File: src/sv/weyl_dominant_reflect_assert.svh
// Assertion helpers used by the top-level RTL file.
`ifndef WEYL_DOMINANT_REFLECT_ASSERT_SVH
`define WEYL_DOMINANT_REFLECT_ASSERT_SVH

// The consequent must hold in the same cycle as the antecedent.
`define WDR_ASSERT_SAME(label, clk, rst_n, ante, cons, msg) \
    label: assert property (@(posedge clk) disable iff (!rst_n) (ante) |-> (cons)) \
        else $error(msg);

// The consequent must hold in the cycle after the antecedent.
`define WDR_ASSERT_NEXT(label, clk, rst_n, ante, cons, msg) \
    label: assert property (@(posedge clk) disable iff (!rst_n) (ante) |=> (cons)) \
        else $error(msg);

`endif

File: src/sv/wdr_pkg.sv
package wdr_pkg;

    localparam int LANES      = 8;
    localparam int COORD_W    = 24;
    localparam int ENTRY_W    = 4;
    localparam int LANE_IDX_W = 3;
    localparam int RANK_W     = 4;
    localparam int CFG_IDX_W  = 3;
    localparam int CFG_DATA_W = 64;
    localparam int ROW_W      = LANES * ENTRY_W;

    typedef logic signed [COORD_W-1:0] t_coord;
    typedef t_coord [LANES-1:0]        t_vec;
    typedef logic signed [ENTRY_W-1:0] t_entry;
    typedef logic [LANE_IDX_W-1:0]     t_lane_idx;
    typedef logic [RANK_W-1:0]         t_rank;
    typedef logic [1:0]                t_sign;

    // Result of the lane scan handed from the scan module to the control.
    typedef struct packed {
        logic      hit;   // a zero or negative lane in use was found
        logic      wall;  // the first such lane is zero
        t_lane_idx idx;   // lowest lane that is zero or negative
    } t_scan;

    localparam t_sign SIGN_WALL  = 2'd0;
    localparam t_sign SIGN_PLUS  = 2'd1;
    localparam t_sign SIGN_MINUS = 2'd2;

    localparam logic [CFG_IDX_W-1:0] CFG_ROWS_0_1 = 3'd0;
    localparam logic [CFG_IDX_W-1:0] CFG_ROWS_2_3 = 3'd1;
    localparam logic [CFG_IDX_W-1:0] CFG_ROWS_4_5 = 3'd2;
    localparam logic [CFG_IDX_W-1:0] CFG_ROWS_6_7 = 3'd3;
    localparam logic [CFG_IDX_W-1:0] CFG_RANK     = 3'd4;

endpackage

File: src/sv/wdr_if.sv
interface wdr_in_if import wdr_pkg::*; ();
    logic   valid;
    logic   ready;
    t_coord coord_0;
    t_coord coord_1;
    t_coord coord_2;
    t_coord coord_3;
    t_coord coord_4;
    t_coord coord_5;
    t_coord coord_6;
    t_coord coord_7;

    modport source (output valid, coord_0, coord_1, coord_2, coord_3, coord_4, coord_5,
                    coord_6, coord_7, input ready);
    modport sink (input valid, coord_0, coord_1, coord_2, coord_3, coord_4, coord_5,
                  coord_6, coord_7, output ready);
endinterface

interface wdr_out_if import wdr_pkg::*; ();
    logic   valid;
    logic   ready;
    t_coord out_coord_0;
    t_coord out_coord_1;
    t_coord out_coord_2;
    t_coord out_coord_3;
    t_coord out_coord_4;
    t_coord out_coord_5;
    t_coord out_coord_6;
    t_coord out_coord_7;
    t_sign  sign_code;
    logic   error;

    modport source (output valid, out_coord_0, out_coord_1, out_coord_2, out_coord_3,
                    out_coord_4, out_coord_5, out_coord_6, out_coord_7, sign_code, error,
                    input ready);
    modport sink (input valid, out_coord_0, out_coord_1, out_coord_2, out_coord_3,
                  out_coord_4, out_coord_5, out_coord_6, out_coord_7, sign_code, error,
                  output ready);
endinterface

interface wdr_cfg_if import wdr_pkg::*; ();
    logic                  valid;
    logic                  ready;
    logic [CFG_IDX_W-1:0]  index;
    logic [CFG_DATA_W-1:0] data;

    modport source (output valid, index, data, input ready);
    modport sink (input valid, index, data, output ready);
endinterface

File: src/sv/wdr_lane.sv
module wdr_lane import wdr_pkg::*; (
    input  t_coord i_v,
    input  t_coord i_ci,
    input  t_entry i_entry,
    input  logic   i_in_use,
    output t_coord o_nv,
    output logic   o_ovf
);

    localparam int PROD_W = COORD_W + ENTRY_W;
    localparam int DIFF_W = PROD_W + 1;

    logic signed [PROD_W-1:0] prod;
    logic signed [DIFF_W-1:0] diff;
    logic                     fits;

    always_comb begin
        prod = PROD_W'(i_ci) * PROD_W'(i_entry);
        diff = DIFF_W'(i_v) - DIFF_W'(prod);
        // The difference fits when all bits above the coordinate sign agree.
        fits = (diff[DIFF_W-1:COORD_W-1] == '0) || (diff[DIFF_W-1:COORD_W-1] == '1);
        o_ovf = i_in_use && !fits;
        o_nv  = i_in_use ? diff[COORD_W-1:0] : i_v;
    end

endmodule

File: src/sv/wdr_scan.sv
module wdr_scan import wdr_pkg::*; (
    input  t_vec  i_vec,
    input  t_rank i_rank,
    output t_scan o_scan
);

    always_comb begin
        o_scan = '0;
        // Walk from the top lane down so that the lowest qualifying lane wins.
        for (int i = LANES - 1; i >= 0; i--) begin
            if ((RANK_W'(i) < i_rank) && (i_vec[i] <= 0)) begin
                o_scan.hit  = 1'b1;
                o_scan.wall = (i_vec[i] == 0);
                o_scan.idx  = LANE_IDX_W'(i);
            end
        end
    end

endmodule

File: src/sv/weyl_dominant_reflect.sv
// Moves a weight vector of up to eight signed 24-bit coordinates into the
// dominant chamber by simple reflections, using the Cartan matrix and lane
// count held in the configuration registers, and returns the final vector, the
// sign (wall, plus or minus) and an error flag for overflow or the reflection
// bound. One item is worked on at a time: after the request is accepted the
// block performs one reflection per cycle, with all lanes updated in parallel,
// and then a final scan; the result is held back only while an earlier result
// is still waiting to be taken. The next request is accepted from the cycle in
// which the result appears. Configuration requests are always taken and must
// only be issued while the block is idle.
`include "weyl_dominant_reflect_assert.svh"

module weyl_dominant_reflect import wdr_pkg::*; #(
    parameter int MAX_RANK        = 8,
    parameter int MAX_REFLECTIONS = 128
) (
    input  logic            i_clk,
    input  logic            i_rst_n,
    wdr_cfg_if.sink         i_cfg,
    wdr_in_if.sink          i_in,
    wdr_out_if.source       o_out
);

    localparam int    CNT_W     = $clog2(MAX_REFLECTIONS + 1);
    localparam t_rank RANK_MAX  = RANK_W'(MAX_RANK);
    localparam logic [CNT_W-1:0] CNT_LIMIT = CNT_W'(MAX_REFLECTIONS);

    typedef enum logic [1:0] {
        S_IDLE = 2'b01,
        S_RUN  = 2'b10
    } t_state;

    t_state                r_state, n_state;
    logic [CFG_DATA_W-1:0] r_cartan [4];
    t_rank                 r_rank;
    t_vec                  r_v, n_v;
    logic                  r_neg, n_neg;
    logic [CNT_W-1:0]      r_count, n_count;
    logic                  r_out_valid, n_out_valid;
    t_vec                  r_out_vec, n_out_vec;
    t_sign                 r_out_sign, n_out_sign;
    logic                  r_out_err, n_out_err;

    t_rank                 eff_rank;
    t_vec                  in_vec;
    t_scan                 scan;
    t_coord                ci;
    logic [CFG_DATA_W-1:0] row_pair;
    logic [ROW_W-1:0]      row;
    t_vec                  lane_nv;
    logic [LANES-1:0]      lane_ovf;
    logic [LANES-1:0]      lane_use;
    logic                  out_free;
    logic                  in_req;

    always_comb begin
        if (r_rank == '0) begin
            eff_rank = RANK_W'(1);
        end else if (r_rank > RANK_MAX) begin
            eff_rank = RANK_MAX;
        end else begin
            eff_rank = r_rank;
        end
    end

    assign in_vec = {i_in.coord_7, i_in.coord_6, i_in.coord_5, i_in.coord_4,
                     i_in.coord_3, i_in.coord_2, i_in.coord_1, i_in.coord_0};

    wdr_scan u_scan (
        .i_vec  (r_v),
        .i_rank (eff_rank),
        .o_scan (scan)
    );

    assign ci       = r_v[scan.idx];
    assign row_pair = r_cartan[scan.idx[LANE_IDX_W-1:1]];
    assign row      = scan.idx[0] ? row_pair[2*ROW_W-1:ROW_W] : row_pair[ROW_W-1:0];

    for (genvar k = 0; k < LANES; k++) begin : g_lane
        assign lane_use[k] = (RANK_W'(k) < eff_rank);

        wdr_lane u_lane (
            .i_v      (r_v[k]),
            .i_ci     (ci),
            .i_entry  (t_entry'(row[k*ENTRY_W +: ENTRY_W])),
            .i_in_use (lane_use[k]),
            .o_nv     (lane_nv[k]),
            .o_ovf    (lane_ovf[k])
        );
    end

    assign i_cfg.ready = 1'b1;
    assign i_in.ready  = (r_state == S_IDLE);
    assign in_req      = i_in.valid && i_in.ready;
    assign out_free    = !r_out_valid || o_out.ready;

    always_comb begin
        n_state     = r_state;
        n_v         = r_v;
        n_neg       = r_neg;
        n_count     = r_count;
        n_out_valid = r_out_valid && !o_out.ready;
        n_out_vec   = r_out_vec;
        n_out_sign  = r_out_sign;
        n_out_err   = r_out_err;

        case (r_state)
            S_IDLE: begin
                if (in_req) begin
                    for (int i = 0; i < LANES; i++) begin
                        n_v[i] = lane_use[i] ? in_vec[i] : '0;
                    end
                    n_neg   = 1'b0;
                    n_count = '0;
                    n_state = S_RUN;
                end
            end
            S_RUN: begin
                if (scan.hit && !scan.wall && (r_count != CNT_LIMIT) && (lane_ovf == '0)) begin
                    n_v     = lane_nv;
                    n_neg   = !r_neg;
                    n_count = r_count + CNT_W'(1);
                end else if (out_free) begin
                    // Finished: wall, dominant, bound reached or overflow.
                    n_out_valid = 1'b1;
                    n_out_vec   = r_v;
                    n_out_err   = scan.hit && !scan.wall;
                    if (!scan.hit) begin
                        n_out_sign = r_neg ? SIGN_MINUS : SIGN_PLUS;
                    end else begin
                        n_out_sign = SIGN_WALL;
                    end
                    n_state = S_IDLE;
                end
            end
            default: begin
                n_state = S_IDLE;
            end
        endcase
    end

    always_ff @(posedge i_clk) begin
        if (!i_rst_n) begin
            r_state     <= S_IDLE;
            r_out_valid <= 1'b0;
            r_rank      <= RANK_W'(8);
            r_count     <= '0;
            for (int m = 0; m < 4; m++) begin
                r_cartan[m] <= '0;
            end
        end else begin
            r_state     <= n_state;
            r_out_valid <= n_out_valid;
            r_count     <= n_count;
            if (i_cfg.valid && i_cfg.ready) begin
                case (i_cfg.index)
                    CFG_ROWS_0_1: r_cartan[0] <= i_cfg.data;
                    CFG_ROWS_2_3: r_cartan[1] <= i_cfg.data;
                    CFG_ROWS_4_5: r_cartan[2] <= i_cfg.data;
                    CFG_ROWS_6_7: r_cartan[3] <= i_cfg.data;
                    CFG_RANK:     r_rank      <= i_cfg.data[RANK_W-1:0];
                    default: begin
                    end
                endcase
            end
        end
    end

    always_ff @(posedge i_clk) begin
        r_v        <= n_v;
        r_neg      <= n_neg;
        r_out_vec  <= n_out_vec;
        r_out_sign <= n_out_sign;
        r_out_err  <= n_out_err;
    end

    assign o_out.valid       = r_out_valid;
    assign o_out.out_coord_0 = r_out_vec[0];
    assign o_out.out_coord_1 = r_out_vec[1];
    assign o_out.out_coord_2 = r_out_vec[2];
    assign o_out.out_coord_3 = r_out_vec[3];
    assign o_out.out_coord_4 = r_out_vec[4];
    assign o_out.out_coord_5 = r_out_vec[5];
    assign o_out.out_coord_6 = r_out_vec[6];
    assign o_out.out_coord_7 = r_out_vec[7];
    assign o_out.sign_code   = r_out_sign;
    assign o_out.error       = r_out_err;

    `WDR_ASSERT_SAME(a_err_sign, i_clk, i_rst_n, r_out_valid && r_out_err,
        r_out_sign == SIGN_WALL, "error result must carry the wall sign")
    `WDR_ASSERT_SAME(a_sign_code, i_clk, i_rst_n, r_out_valid,
        r_out_sign != 2'd3, "sign code out of range")
    `WDR_ASSERT_SAME(a_count_bound, i_clk, i_rst_n, r_state == S_RUN,
        r_count <= CNT_LIMIT, "reflection count beyond bound")
    `WDR_ASSERT_NEXT(a_accept_run, i_clk, i_rst_n, in_req,
        r_state == S_RUN && r_count == '0, "accepted request did not start a run")
    `WDR_ASSERT_NEXT(a_result_hold, i_clk, i_rst_n, r_out_valid && !o_out.ready,
        r_out_valid && $stable(r_out_vec), "pending result was lost or changed")

endmodule

File: src/flat_wrapper.sv
// flat-port wrapper written by rule: the top's interface ports become plain ports
module weyl_dominant_reflect_flat import wdr_pkg::*;
#(
    parameter int MAX_RANK        = 8,
    parameter int MAX_REFLECTIONS = 128
)
  (i_clk, i_rst_n, i_cfg_valid, i_cfg_index, i_cfg_data, i_cfg_ready, i_in_valid, i_in_coord_0, i_in_coord_1, i_in_coord_2, i_in_coord_3, i_in_coord_4, i_in_coord_5, i_in_coord_6, i_in_coord_7, i_in_ready, o_out_valid, o_out_out_coord_0, o_out_out_coord_1, o_out_out_coord_2, o_out_out_coord_3, o_out_out_coord_4, o_out_out_coord_5, o_out_out_coord_6, o_out_out_coord_7, o_out_sign_code, o_out_error, o_out_ready);
  wdr_cfg_if i_cfg_i ();
  wdr_in_if i_in_i ();
  wdr_out_if o_out_i ();
  input  logic i_clk;
  input  logic i_rst_n;
  input wire logic [$bits(i_cfg_i.valid)-1:0] i_cfg_valid;
  input wire logic [$bits(i_cfg_i.index)-1:0] i_cfg_index;
  input wire logic [$bits(i_cfg_i.data)-1:0] i_cfg_data;
  output wire logic [$bits(i_cfg_i.ready)-1:0] i_cfg_ready;
  input wire logic [$bits(i_in_i.valid)-1:0] i_in_valid;
  input wire logic [$bits(i_in_i.coord_0)-1:0] i_in_coord_0;
  input wire logic [$bits(i_in_i.coord_1)-1:0] i_in_coord_1;
  input wire logic [$bits(i_in_i.coord_2)-1:0] i_in_coord_2;
  input wire logic [$bits(i_in_i.coord_3)-1:0] i_in_coord_3;
  input wire logic [$bits(i_in_i.coord_4)-1:0] i_in_coord_4;
  input wire logic [$bits(i_in_i.coord_5)-1:0] i_in_coord_5;
  input wire logic [$bits(i_in_i.coord_6)-1:0] i_in_coord_6;
  input wire logic [$bits(i_in_i.coord_7)-1:0] i_in_coord_7;
  output wire logic [$bits(i_in_i.ready)-1:0] i_in_ready;
  output wire logic [$bits(o_out_i.valid)-1:0] o_out_valid;
  output wire logic [$bits(o_out_i.out_coord_0)-1:0] o_out_out_coord_0;
  output wire logic [$bits(o_out_i.out_coord_1)-1:0] o_out_out_coord_1;
  output wire logic [$bits(o_out_i.out_coord_2)-1:0] o_out_out_coord_2;
  output wire logic [$bits(o_out_i.out_coord_3)-1:0] o_out_out_coord_3;
  output wire logic [$bits(o_out_i.out_coord_4)-1:0] o_out_out_coord_4;
  output wire logic [$bits(o_out_i.out_coord_5)-1:0] o_out_out_coord_5;
  output wire logic [$bits(o_out_i.out_coord_6)-1:0] o_out_out_coord_6;
  output wire logic [$bits(o_out_i.out_coord_7)-1:0] o_out_out_coord_7;
  output wire logic [$bits(o_out_i.sign_code)-1:0] o_out_sign_code;
  output wire logic [$bits(o_out_i.error)-1:0] o_out_error;
  input wire logic [$bits(o_out_i.ready)-1:0] o_out_ready;
  assign i_cfg_i.valid = i_cfg_valid;
  assign i_cfg_i.index = i_cfg_index;
  assign i_cfg_i.data = i_cfg_data;
  assign i_cfg_ready = i_cfg_i.ready;
  assign i_in_i.valid = i_in_valid;
  assign i_in_i.coord_0 = i_in_coord_0;
  assign i_in_i.coord_1 = i_in_coord_1;
  assign i_in_i.coord_2 = i_in_coord_2;
  assign i_in_i.coord_3 = i_in_coord_3;
  assign i_in_i.coord_4 = i_in_coord_4;
  assign i_in_i.coord_5 = i_in_coord_5;
  assign i_in_i.coord_6 = i_in_coord_6;
  assign i_in_i.coord_7 = i_in_coord_7;
  assign i_in_ready = i_in_i.ready;
  assign o_out_valid = o_out_i.valid;
  assign o_out_out_coord_0 = o_out_i.out_coord_0;
  assign o_out_out_coord_1 = o_out_i.out_coord_1;
  assign o_out_out_coord_2 = o_out_i.out_coord_2;
  assign o_out_out_coord_3 = o_out_i.out_coord_3;
  assign o_out_out_coord_4 = o_out_i.out_coord_4;
  assign o_out_out_coord_5 = o_out_i.out_coord_5;
  assign o_out_out_coord_6 = o_out_i.out_coord_6;
  assign o_out_out_coord_7 = o_out_i.out_coord_7;
  assign o_out_sign_code = o_out_i.sign_code;
  assign o_out_error = o_out_i.error;
  assign o_out_i.ready = o_out_ready;
  weyl_dominant_reflect #(.MAX_RANK(MAX_RANK), .MAX_REFLECTIONS(MAX_REFLECTIONS)) u_core (.i_clk(i_clk), .i_rst_n(i_rst_n), .i_cfg(i_cfg_i), .i_in(i_in_i), .o_out(o_out_i));
endmodule
File: config.mk
export PLATFORM = sky130hd
export DESIGN_NAME = weyl_dominant_reflect_flat
export DESIGN_NICKNAME = d
export VERILOG_FILES = /design/src/sv/wdr_pkg.sv /design/src/sv/wdr_if.sv /design/src/sv/wdr_lane.sv /design/src/sv/wdr_scan.sv /design/src/sv/weyl_dominant_reflect.sv /design/src/flat_wrapper.sv
export VERILOG_INCLUDE_DIRS = /design/src /design/src/sv
export SDC_FILE = /design/constraint.sdc
export NUM_CORES = 2
export LEC_CHECK = 0
export BUFFER_PORTS_ARGS = -buffer_cell sky130_fd_sc_hd__buf_4
export CAP_MARGIN = 20
export CORE_UTILIZATION = 63
export DETAILED_ROUTE_END_ITERATION = 16
export PLACE_DENSITY = 0.79
export REMOVE_ABC_BUFFERS = 1
export SYNTH_ARGS = -nofsm -noshare
export SYNTH_HDL_FRONTEND = slang
export SYNTH_HIERARCHICAL = 1
export SYNTH_SLANG_ARGS = --single-unit
File: constraint.sdc
create_clock -name i_clk -period 33.5 [get_ports i_clk]
set_clock_uncertainty 0.15 [all_clocks]
set_input_delay 0 -clock i_clk [delete_from_list [all_inputs] [get_ports i_clk]]
set_output_delay 0 -clock i_clk [all_outputs]
set_load 0.02 [all_outputs]
# Word-level counts from Yosys, hierarchy flattened
# Memory sizes are Yosys's and may differ from the RTL's.
# Cells that the tools add are included.
# W data, S select, Z words.
totals:
  regBits: 403
  latch_bits: 0
  ram_bits: 256
  romBits: 0
  memories: 1
op_classes:
  add_sub_neg: 9
  mul: 8
  div: 0
  order_cmp: 18
  n_eq_ne: 27
  shifts: 0
  n_mux: 67
  bitwise: 5
  n_reduce_logical: 74
mem_list:
  columns: ["name", "depth", "width", "rd", "rd_ports_with_merged_regs", "wr", "line_no", "source"]
  rows:
  - ["u_core.r_cartan", 4, 64, 1, 0, 4, "weyl_dominant_reflect.sv:34", "logic [CFG_DATA_W-1:0] r_cartan [4];"]
op_table:
  columns: ["cell", "count"]
  rows:
  - ["$mux W24", 17]
  - ["$mux W192", 2]
  - ["$pmux W192 S2", 1]
  - ["$logic_not A32 Y1", 8]
  - ["$mux W64", 4]
  - ["$sub A24 B28 Y29", 8]
  - ["$mul A24 B4 Y28", 8]
  - ["$le A24 B1 Y1 const B", 8]
  - ["$bmux W24 S3", 1]
  - ["$eq A6 B6 Y1 const B", 8]
  - ["$logic_not A6 Y1", 8]
  - ["$mux W5", 8]
  - ["$mux W32", 1]
  - ["$reduce_and A4 Y1", 8]
  - ["$mux W1", 22]
  - ["$logic_and A1 B1 Y1", 21]
  - ["$ne A2 B2 Y1 const B", 10]
  - ["$lt A3 B4 Y1 const A", 4]
  - ["$mux W8", 2]
  - ["$pmux W8 S2", 1]
  - ["$logic_not A1 Y1", 12]
  - ["$logic_or A1 B1 Y1", 9]
  - ["$reduce_and A3 Y1", 3]
  - ["$add A8 B1 Y8 const B", 1]
  - ["other kinds (22)", 33]

# Longest topological paths before layout
logic_depth:
  ltp_word: 25
  depth_mapped: 39
  depth_no_buf: 32

# Modules after synthesis
# The synthesis kept the hierarchy.
modules_own_cells:
  columns: ["module", "instances", "cells_per_inst", "area_per_inst_um2"]
  rows:
  - ["weyl_dominant_reflect", 1, 1839, 27886.7]
  - ["wdr_lane (u_core.g_lane[0].u_lane ...)", 2, 677, 4999.8]
  - ["wdr_lane (u_core.g_lane[4].u_lane ...)", 2, 658, 4973.5]
  - ["wdr_lane (u_core.g_lane[7].u_lane)", 1, 667, 4972.3]
  - ["wdr_lane (u_core.g_lane[3].u_lane)", 1, 667, 4968.5]
  - ["wdr_lane (u_core.g_lane[6].u_lane)", 1, 655, 4898.4]
  - ["wdr_lane (u_core.g_lane[2].u_lane)", 1, 642, 4863.4]
  - ["wdr_scan", 1, 114, 705.7]

# Worst setup path before layout
# Ideal clock, no wire load.
synth_timing:
  path_kind: "register -> register"
  from: "reg u_core.r_rank[1]"
  to: "reg u_core.r_out_err (netlist: u_core/o_out.error) (enable)"
  setup_ps: 775
  arrival_ps: 16646
  slack_ps: 15928
  stages_incl_launch_ff: 38
  cell_sequence: "dfxtp_1 -> or3_1 -> clkbuf_1 -> clkbuf_1 -> o21ai_0 -> o21a_1 -> o211ai_1 -> nor2_1 -> nor4_1 -> nor2b_1 -> o311a_1 -> buf_2 -> buf_6 -> buf_2 -> buf_2 -> mux4_2 -> mux2_2 -> and2_1 -> [... 2 more ...] -> fa_1 -> inv_1 -> fa_1 -> inv_1 -> ha_1 -> clkbuf_1 -> a211oi_1 -> o21ai_1 -> a21oi_1 -> a2bb2oi_1 -> o311ai_4 -> and2_1 -> o311ai_0 -> o311a_1 -> or4_4 -> a31o_4 -> o21ai_0 -> nor2b_1"
synth_lines:
  columns: ["element", "line_no", "source"]
  rows:
  - ["start, declared", "weyl_dominant_reflect.sv:35", "t_rank r_rank;"]
  - ["start signal, assigned", "weyl_dominant_reflect.sv:161", "CFG_RANK: r_rank <= i_cfg.data[RANK_W-1:0];"]
  - ["end signal, assigned", "weyl_dominant_reflect.sv:174", "r_out_err <= n_out_err;"]
  - ["end, declared", "weyl_dominant_reflect.sv:42", "logic r_out_err, n_out_err;"]

==> flow_summary.yaml <==
run_status:
  outcome: "complete, but fails checks"
  violations: "hold timing"
clock_network:
  post_cts_buffers: 0
  cts_buffers: 75
  clock-root-buffer: "clkbuf_16"
  clock_path_buffers: 3
  cts_tree: "built"
  clk_pin_slew_ns: 0.08
  h-tree-depth: 3
  clk_latency_ns: 0.67
  cts_sinks: 659
sta:
  worst_pin_slew_ns: 1.12
  fin_crit_ns: 14.45
  holdWs_ns: -0.00911
  period_share_pct: 43.1
  max_freq_mhz: 69.2
  rsz0062_at_grt: "no"
  timing.setup.tns_ns: 0
  finalHoldViolations: 2
  setup_violations: 0
  maxSlewHeadroom_pct: 25.6
  slew_violations: 0
synthesis:
  syn_inst: 7254
  synth_edf_count: 644
  syn_area_sq_um: 68200
  yosysSeqAreaShare_pct: 28.8
  synth_top_area_share_pct: 28.3
  synth.area.top_cells: "edfxtp_1 (28%), fa_1 (17%), ha_1 (8.3%)"
  ys_async_sr_fraction_pct: 0
  synth_largest_area_cell: "edfxtp_1"
  ys_ff_latch: 659
  ys.flop_type: "edfxtp_1"
  ys_types: 117
  syn_area_per_cell_sq_um: 9.41
  yosys_warnings: 6
floorplanning:
  die_area_sq_um: 110000
  die_x_um: 331
  core_sq_um: 107000
  io_pins: 462
  initial_utilization_pct: 63.7
  rows: 120
  die_h_um: 331
global_route:
  track_usage_pct: 40.7
  antenna_found_initial: 30
  grt_pass1_wl_um: 334000
  grt_pass1_vias: 57247
  grt_start_max_net_pins: 196
  grt_overflow: 0
cells_and_area:
  layout.nets: 9150
  final_util_pct: 73.0
  final_common_cell: "inv_1"
  area_growth_pct: 14.7
  n_fill_cell: 7767
  layout-drive-gt1-share_pct: 11.8
  layout_common_cells: "inv_1 (1460), and2_1 (775), nand2_1 (751)"
route:
  wl_per_cell_um: 24.0
  ant_nets: 0
  routed_wl_um: 224000
  drcViolationCount: 0
  num_vias: 56570
  first_iter_violations: 5822
  drt_first_pass_iters: 6
  post_drt_via_cell_ratio: 6.06
critical_path:
  criticalPathCategory: "flop to flop"
  startpoint_type: "flop"
  worstReg2RegStart: "u_core/r_rank[1]"
  worstRegToRegCells: 35
  cp_slowest_cell: "buf_4"
  crit_arrival_ns: 14.56
  regToRegSetupSlack_ns: 19.05
  max_stage_delay_ns: 0.91
  path_common_cell: "buf_4"
  cp.required_ns: 33.61
  worstReg2RegEnd: "u_core/r_v[6]"
  cp_max_fo: 68
  cp-end-kind: "flop"
placed_design:
  hpwlAfterDp_um: 161000
  place.gp.congestion: 1.02
  portBuffers: 460
min_path:
  min_to: "u_core/r_cartan[2][55]"
  worst_hold_path_type: "primary input to flop"
  whs_path_depth: 3
  holdCritStartpoint: "i_cfg_valid"
flow_run:
  maxCapViolations: 0
[worst max-delay path by stage]
stage / start / endpoint
finish: u_core/r_rank[1] / u_core/r_v[6]
CTS: u_core/r_rank[1] / u_core/r_v[138]
floorplan: u_core/r_rank[3] / u_core/o_out.error
detailed placement: u_core/r_rank[3] / u_core/r_v[1]
global route: u_core/r_rank[1] / u_core/r_v[138]
global placement: u_core/r_rank[3] / u_core/r_v[31]
[cell families after synthesis]
logic type,Yosys count,share of synthesized area [%]
xor+xnor,207,2.66
other cells,1,0.00550
fa+ha+maj,1021,25.0
buf+inv,1721,9.70
mux,230,5.56
flops,659,28.8
compound gates,1041,9.85
simple gates,2374,18.4
[layer usage]
metal  part of all wire [%]  track usage, %  up-vias  wire length (um)
met4                    6.5            23.7       20             14500
met5                  0.059               0        -               131
li1                       -               -    24940                 -
met3                     11            9.46      759             24100
met1                     38            51.8    27768             83900
met2                     45            63.9     3083            101000
[cells in the mapped netlist (12+ instances only)]
cell,count
o211ai_1,27
xnor2_1,135
a21oi_1,245
xor2_1,72
nor3_1,61
mux2i_1,45
and3_1,37
buf_6,12
or3_1,17
clkbuf_1,201
nor4_1,58
nor2_1,159
o21bai_1,24
nand3b_1,14
a31oi_1,24
ha_1,450
mux4_2,112
o21ai_0,350
fa_1,571
nand2_1,751
dfxtp_1,15
nor3b_1,15
nand2b_1,43
buf_2,33
o21ai_1,23
o21a_1,33
mux2_2,72
a21o_1,92
nand3_1,116
nand4_1,41
o31ai_1,12
a211oi_1,24
edfxtp_1,644
nor2b_1,211
a22o_1,27
and2_1,775
inv_1,1460
[sequential cells by signal (all words and copies together), names as in the netlist]
signal / flops
u_core/o_out.out_coord_5: 24
u_core/o_out.error: 1
u_core/o_out.out_coord_7: 24
u_core/o_out.out_coord_4: 24
u_core/o_out.out_coord_2: 24
u_core/r_rank: 4
u_core/r_cartan: 256
u_core/r_state: 2
u_core/o_out.out_coord_3: 24
u_core/r_v: 192
u_core/o_out.out_coord_0: 24
u_core/o_out.out_coord_6: 24
u_core/r_neg: 1
u_core/o_out.valid: 1
u_core/o_out.out_coord_1: 24
u_core/o_out.sign_code: 2
u_core/r_count: 8
[worst max-delay path, delay by kind of cell (launching register included)]
kind	cells	cell delay, ns
flip-flops	1	0.48
multiplexers	2	1.08
AND/OR/NAND/NOR	9	2.80
AO/OA/AOI/OAI	12	3.93
adder cells (fa/ha/maj)	4	1.85
buffers and inverters	8	3.55
[through the flow]
| step | area [sq um] | setup WS [ns] | std cells |
|---|---|---|---|
| finish | 78200 | 19.05 | 9336 |
| global route | 78200 | 18.22 | 9326 |
| CTS | 78200 | 19.28 | 9317 |
| detailed placement | 73000 | 19.37 | 8918 |
| global placement | 73000 | 19.66 | 8918 |
| floorplan | 67100 | 8.29 | 6994 |
[layout make-up]
| cell class | instances | area [sq um] | share of cell area, % |
|---|---|---|---|
| diodes | 16 | 40.0 | 0.0512 |
| clock buffers | 85 | 1940 | 2.47 |
| clock inverters | 44 | 548 | 0.700 |
| inverters | 1460 | 5480 | 7.00 |
| multi-input cells | 4875 | 42200 | 53.9 |
| flip-flops and latches | 659 | 19600 | 25.1 |
| well taps | 1403 | 1760 | 2.24 |
| repair buffers | 794 | 6700 | 8.56 |
[timing repair]
action | 4_1_cts | 5_1_grt
hold buffers | 270 | 1
resized for setup | 0 | 0
hold endpoints to repair | 485 | 2
Power is not shown: default switching activity piles up to over one toggle a cycle in this logic, so the estimate is an artifact.
